**config.mk**
```make
export PLATFORM = sky130hd
export DESIGN_NAME = pzb_sqrt
export DESIGN_NICKNAME = d
export VERILOG_FILES = /design/src/pzb_pkg.sv /design/src/pzb_sqrt.sv
export SDC_FILE = /design/constraint.sdc
export NUM_CORES = 1
export LEC_CHECK = 0
export ABC_AREA = 1
export ABC_CLOCK_PERIOD_IN_PS = 5600
export BUFFER_PORTS_ARGS = -buffer_cell sky130_fd_sc_hd__buf_2
export CAP_MARGIN = 10
export CORE_MARGIN = 5
export CORE_UTILIZATION = 50
export CTS_CLUSTER_SIZE = 10
export DETAILED_ROUTE_END_ITERATION = 7
export GPL_TIMING_DRIVEN = 0
export PLACE_DENSITY_LB_ADDON = 0.12
export SLEW_MARGIN = 20
export SYNTH_ARGS = -nofsm -noshare
export SYNTH_HDL_FRONTEND = slang
export SYNTH_SLANG_ARGS = --single-unit
```
**constraint.sdc**
```tcl
create_clock -name clk_i -period 5.6 [get_ports clk_i]
set_input_delay 1.12 -clock clk_i [delete_from_list [all_inputs] [get_ports clk_i]]
set_output_delay 1.12 -clock clk_i [all_outputs]
set_load 0.005 [all_outputs]
```
**src/pzb_pkg.sv**
```systemverilog
// Shared types, codes and constants for the perspective depth-buffer block.
package pzb_pkg;

  // Default sizes handed to the top-level parameters.
  localparam int DEF_MAX_ROWS   = 64;
  localparam int DEF_MAX_COLS   = 128;
  localparam int DEF_COORD_BITS = 16;

  // Depth codes: all ones marks an empty entry, distances saturate one below it.
  localparam logic [15:0] INFINITY = 16'hFFFF;
  localparam logic [15:0] DIST_MAX = 16'hFFFE;

  // Register reset values.
  localparam logic [15:0] RST_PROJ = 16'd2560;
  localparam logic [14:0] RST_PUSH = 15'd5120;
  localparam logic [6:0]  RST_ROWS = 7'd64;
  localparam logic [7:0]  RST_COLS = 8'd128;

  // Configuration register indexes.
  typedef enum logic [7:0] {
    REG_PROJ = 8'd0,
    REG_PUSH = 8'd1,
    REG_ROWS = 8'd2,
    REG_COLS = 8'd3
  } reg_idx_e;

  // Result status codes.
  typedef enum logic [2:0] {
    ST_READ   = 3'd0,
    ST_STORED = 3'd1,
    ST_HIDDEN = 3'd2,
    ST_OFF    = 3'd3,
    ST_ZERO   = 3'd4
  } status_e;

  // Sequencer states.
  typedef enum logic [3:0] {
    S_CLEAR,
    S_IDLE,
    S_RD,
    S_RDW,
    S_MUL,
    S_DIVSET,
    S_DIV,
    S_SQRT,
    S_LOOK,
    S_LOOKW,
    S_DONE
  } state_e;

endpackage

```
**src/pzb_sqrt.sv**
```systemverilog
// Iterative integer square root, one result bit per cycle.
module pzb_sqrt #(
  parameter int RW = 18
) (
  input  logic            clk_i,
  input  logic            rst_ni,
  input  logic            start_i,
  input  logic [2*RW-1:0] rad_i,
  output logic            done_o,
  output logic [RW-1:0]   root_o
);
  import pzb_pkg::*;

  localparam int CW = $clog2(RW + 1);

  logic [2*RW-1:0] rad_q;
  logic [RW+1:0]   rem_q;
  logic [RW-1:0]   root_q;
  logic [CW-1:0]   cnt_q;
  logic            busy_q;
  logic            done_q;
  logic [RW+3:0]   rem_sh;
  logic [RW+3:0]   trial;
  logic            ge;

  // Bring down the next two radicand bits and try the next root bit.
  always_comb begin
    rem_sh = {rem_q, rad_q[2*RW-1 -: 2]};
    trial  = (RW + 4)'({root_q, 2'b01});
    ge     = (rem_sh >= trial);
  end

  // Control flags.
  always_ff @(posedge clk_i or negedge rst_ni) begin
    if (!rst_ni) begin
      busy_q <= 1'b0;
      done_q <= 1'b0;
      cnt_q  <= '0;
    end else begin
      if (start_i) begin
        busy_q <= 1'b1;
        done_q <= 1'b0;
        cnt_q  <= CW'(RW);
      end else if (busy_q) begin
        cnt_q <= cnt_q - 1'b1;
        if (cnt_q == CW'(1)) begin
          busy_q <= 1'b0;
          done_q <= 1'b1;
        end else begin
          done_q <= 1'b0;
        end
      end else begin
        done_q <= 1'b0;
      end
    end
  end

  // Remainder and root registers.
  always_ff @(posedge clk_i) begin
    if (start_i) begin
      rad_q  <= rad_i;
      rem_q  <= '0;
      root_q <= '0;
    end else if (busy_q) begin
      rad_q  <= rad_q << 2;
      rem_q  <= ge ? (RW + 2)'(rem_sh - trial) : (RW + 2)'(rem_sh);
      root_q <= {root_q[RW-2:0], ge};
    end
  end

  assign done_o = done_q;
  assign root_o = root_q;

endmodule

```
======== Yosys cells after proc, flatten, opt, wreduce, memory -nomap -nowiden ========
Cells that the tools add are included.
storage, ports and cells
  bits in registers ....................... 81
  latch bits .............................. 0
  bits in writable memories ............... 0
  ROM bits ................................ 0
  bits of input ports ..................... 39
  output and inout bits ................... 19
  logic and storage cells ................. 22
  memories kept ........................... 0
operators by class
  $add $sub $neg .......................... 2
  multipliers ............................. 0
  div/mod/pow operators ................... 0
  order comparisons ....................... 1
  equality and inequality tests ........... 1
  shift-type cells ........................ 0
  multiplexer cells ....................... 11
  bitwise gates (word level) .............. 0
  reduce and logical (&&, ||, !) cells .... 1
operators with widths
  operator                                                                number
  36-bit 2-to-1 mux                                                       2
  22-bit by 20-bit >= comparator with 1-bit output                        1
  20-bit 2-to-1 mux                                                       1
  20-bit subtractor                                                       1
  5-bit 2-to-1 mux                                                        2
  1-bit 2-to-1 mux                                                        6
  5-bit by 1-bit equality test with 1-bit output (second input constant)  1
  5-bit by 1-bit subtractor with 5-bit output (second input constant)     1
  2-bit nonzero test                                                      1

======== Longest topological paths before layout ========
  depth in word-level cells ............... 4
  depth in mapped cells ................... 16

======== Least setup slack after synthesis ========
No wires, ideal clock.
  path type ............................... input to register
  start ................................... in start_i
  end ..................................... reg rad_q[0] (enable)
  library setup time ...................... 415 ps
  data arrival time ....................... 2734 ps
  required time ........................... 5185 ps
  setup slack ............................. 2452 ps
  cell stages on the path ................. 4
  path buffers ............................ 2
  cell sequence ........................... buf_2 nor2_2 clkinv_1 clkbuf_1
on the way
  word-level cells in the longest chain between the ends .. 1
RTL lines
  element                              RTL line        source
  start, declared                      pzb_sqrt.sv:7   input logic start_i,
  2-bit nonzero test (no source line)  n/a
  end signal, assigned                 pzb_sqrt.sv:61  rad_q <= rad_i;
  end signal, assigned                 pzb_sqrt.sv:65  rad_q <= rad_q << 2;
  end, declared                        pzb_sqrt.sv:16  logic [2*RW-1:0] rad_q;
No other way between the ends.
A chain may end at the register's enable or synchronous reset.

==> results.cfg <==
[status]
status = finished, final reports clean

[sta]
slew_viol_final = 0
fin_skew_ps = 9.62
finalCritPeriodShare_pct = 48.1
hold_viol_final = 0
tightest_slew_ps = 622
tns_ps = 0
fmax_ghz = 0.371
rsz0062_at_grt = false
setup_viol = 0
final.min_clock_period_ps = 2690
max_slew_margin_pct = 58.5

[synth]
ys_seq_area_share_pct = 43.2
avgSynthCellArea_um2 = 7.31
synth-seq-cells = 81
synth_area_leaders = edfxtp_1 23%, nand2_1 20%, dfxtp_1 16%, inv_1 6.2%, ha_1 5.9%
syn_inst = 639
async_reset_ff_share_pct = 8.64
synth_ff_type = dfxtp_1
synth_common_cells = 249 x nand2_1, 77 x inv_1, 42 x nor2_1
synth.most_common_cell = nand2_1
synth-edff-count = 36
netlist_area_um2 = 4670
synth_top_area_share_pct = 23.1
synth.distinct_cells = 35
synth_top_cell_by_area = edfxtp_1
ys_warn_count = 0
syn-num-nets = 700

[die]
fp.dieH_um = 107
rows = 35
io_pins = 58
start_util_pct = 51.0
fp.dieArea_um2 = 11400
fp.coreArea_um2 = 9150
die-width_um = 107

[critical_path]
required_ps = 5880
cp-end-kind = register
critPathKind = input pin to register
start_kind = input pin
cp.arrival_ps = 2970
critPathMaxFanout = 45

[clock_network]
h-tree-depth = 3
clockRootBuffer = clkbuf_8
clk_pin_slew_ps = 90
clockBufferDepth = 2
cts.sinks = 81
cts_inserted_buffers = 9
cts_tree = yes
postCtsSetupRepairBufs = 0
clock_latency_ps = 370
cts-resized-gates = 0
cts_hold_buffers = 0

[finish]
instances_no_fill = 823
drive_gt1_share_pct = 14.9
diodes = 0
area_growth_syn_to_layout_pct = 13.3
fin_nets = 768
fillers = 904

[global_routing]
grt_pass1_wl_um = 18900
grt_pass1_vias = 4063
antenna_found_initial = 0
grt_max_degree = 46
grt_overflow = 0
groute.usage.overall_pct = 20.8

[run]
cap_violations = 0

[place]
hpwl_um = 8850
gp_congestion = 0.898
placedCellCount = 807
numPortBuffers = 57

[power]
internal_power_uw = 1440
switchingPower_uw = 1250
seqPwrFrac_pct = 29.1
p_comb_share_pct = 54.9
powerDensity_nw_per_um2 = 509
ir_drop_v = 0.000167
switching_share_pct = 46.6
p_leak_uw = 0.00278
power_frac_clock_pct = 16.0

[route]
dr.first_iter.drc_count = 232
dr.pass1.iters = 5
vias_per_cell = 5.09
route.detailed.drc = 0
wire_per_inst_um = 13.6
drt_wl_total_um = 11200
via_count = 4185
ant_nets = 0

[worst_hold_path]
min_path_type = register to register
cell families after synthesis:
family	Yosys count	share of synthesized area, %
xor+xnor	9	1.69
simple gates	365	33.0
compound gates	55	7.02
fa+ha+maj	22	5.89
buf+inv	107	9.19
flops	81	43.2
area by class of cell:
| class | instances | area, µm² | area share [%] |
|---|---|---|---|
| flip-flops and latches | 81 | 2020 | 38.1 |
| well taps | 111 | 139 | 2.62 |
| plain buffers | 20 | 106 | 2.01 |
| clock inverters | 6 | 56.3 | 1.06 |
| inverters | 87 | 327 | 6.17 |
| clock buffers | 10 | 138 | 2.60 |
| repair buffers | 57 | 285 | 5.39 |
| multi-input cells | 451 | 2220 | 42.0 |
stage by stage:
stage / hold WS (ps) / worst slack (ps) / cell area, µm² / util [%] / total power, µW
6_report: 488 / 2910 / 5290 / 57.8 / 2690
5_1_grt: 507 / 2730 / 5290 / 57.8 / 2950
4_1_cts: 485 / 2860 / 5290 / 57.8 / 2700
3_3_place_gp: 474 / 1450 / 5090 / 55.7 / 2250
2_1_floorplan: 447 / 2450 / 4670 / - / 1930
3_5_place_dp: 471 / 2470 / 5100 / 55.7 / 2260
metal layers:
metal	routed length (µm)	GRT usage [%]	share of wire, %	vias to the layer above
met4	252	7.76	2.2	0
met3	550	3.25	4.9	24
li1	-	-	-	2184
met1	5190	26.5	46	1876
met2	5240	35.5	47	101
met5	0	0	0	-
placed cells by master, fill, tap and decap left out, drive strengths merged, types with 17 or more instances in the layout:
master  instances
a21oi          20
buf            66
clkbuf         21
dfxtp          38
edfxtp         36
ha             22
inv            89
nand2         257
nand3          37
nand4          17
nor2           46
o22ai          17
flip-flops by register name, indices dropped and copies added (netlist names):
register	count
cnt_q	5
busy_q	1
rad_q	36
root_o	18
done_o	1
rem_q	20
power by group through the flow:
stage                     clock network (µW)  logic [µW]  registers, µW
after floorplan                            0        1160            768
after global placement                     0        1450            794
after detailed placement                   0        1470            795
after CTS                                443        1480            782
after global routing                     468        1690            794
final                                    432        1480            783
critical path, cell delays in order:
cell and delay [ps]:
buf_2 110, buf_2 190, nor2_2 350, clkinv_1 380
clkbuf_4 490, o22ai_1 300
worst paths after layout:
| check | start | endpoint | slack, ps | cells after the start |
|---|---|---|---|---|
| max in group asynchronous | rst_ni | busy_q$_DFF_PN0_ | 4880 | 1 |
| min reg2reg | rem_q[1]$_SDFFE_PP0P_ | rem_q[1]$_SDFFE_PP0P_ | 490 | 2 |
| min | rem_q[1]$_SDFFE_PP0P_ | rem_q[1]$_SDFFE_PP0P_ | 490 | 2 |
| min in group asynchronous | rst_ni | cnt_q[2]$_DFFE_PN0P_ | 560 | 1 |
| max reg2reg | root_o[5]$_SDFFE_PP0P_ | rem_q[0]$_SDFFE_PP0P_ | 3500 | 11 |
| max | start_i | root_o[16]$_SDFFE_PP0P_ | 2910 | 6 |
No activity file was read; power rests on OpenSTA's default activity.
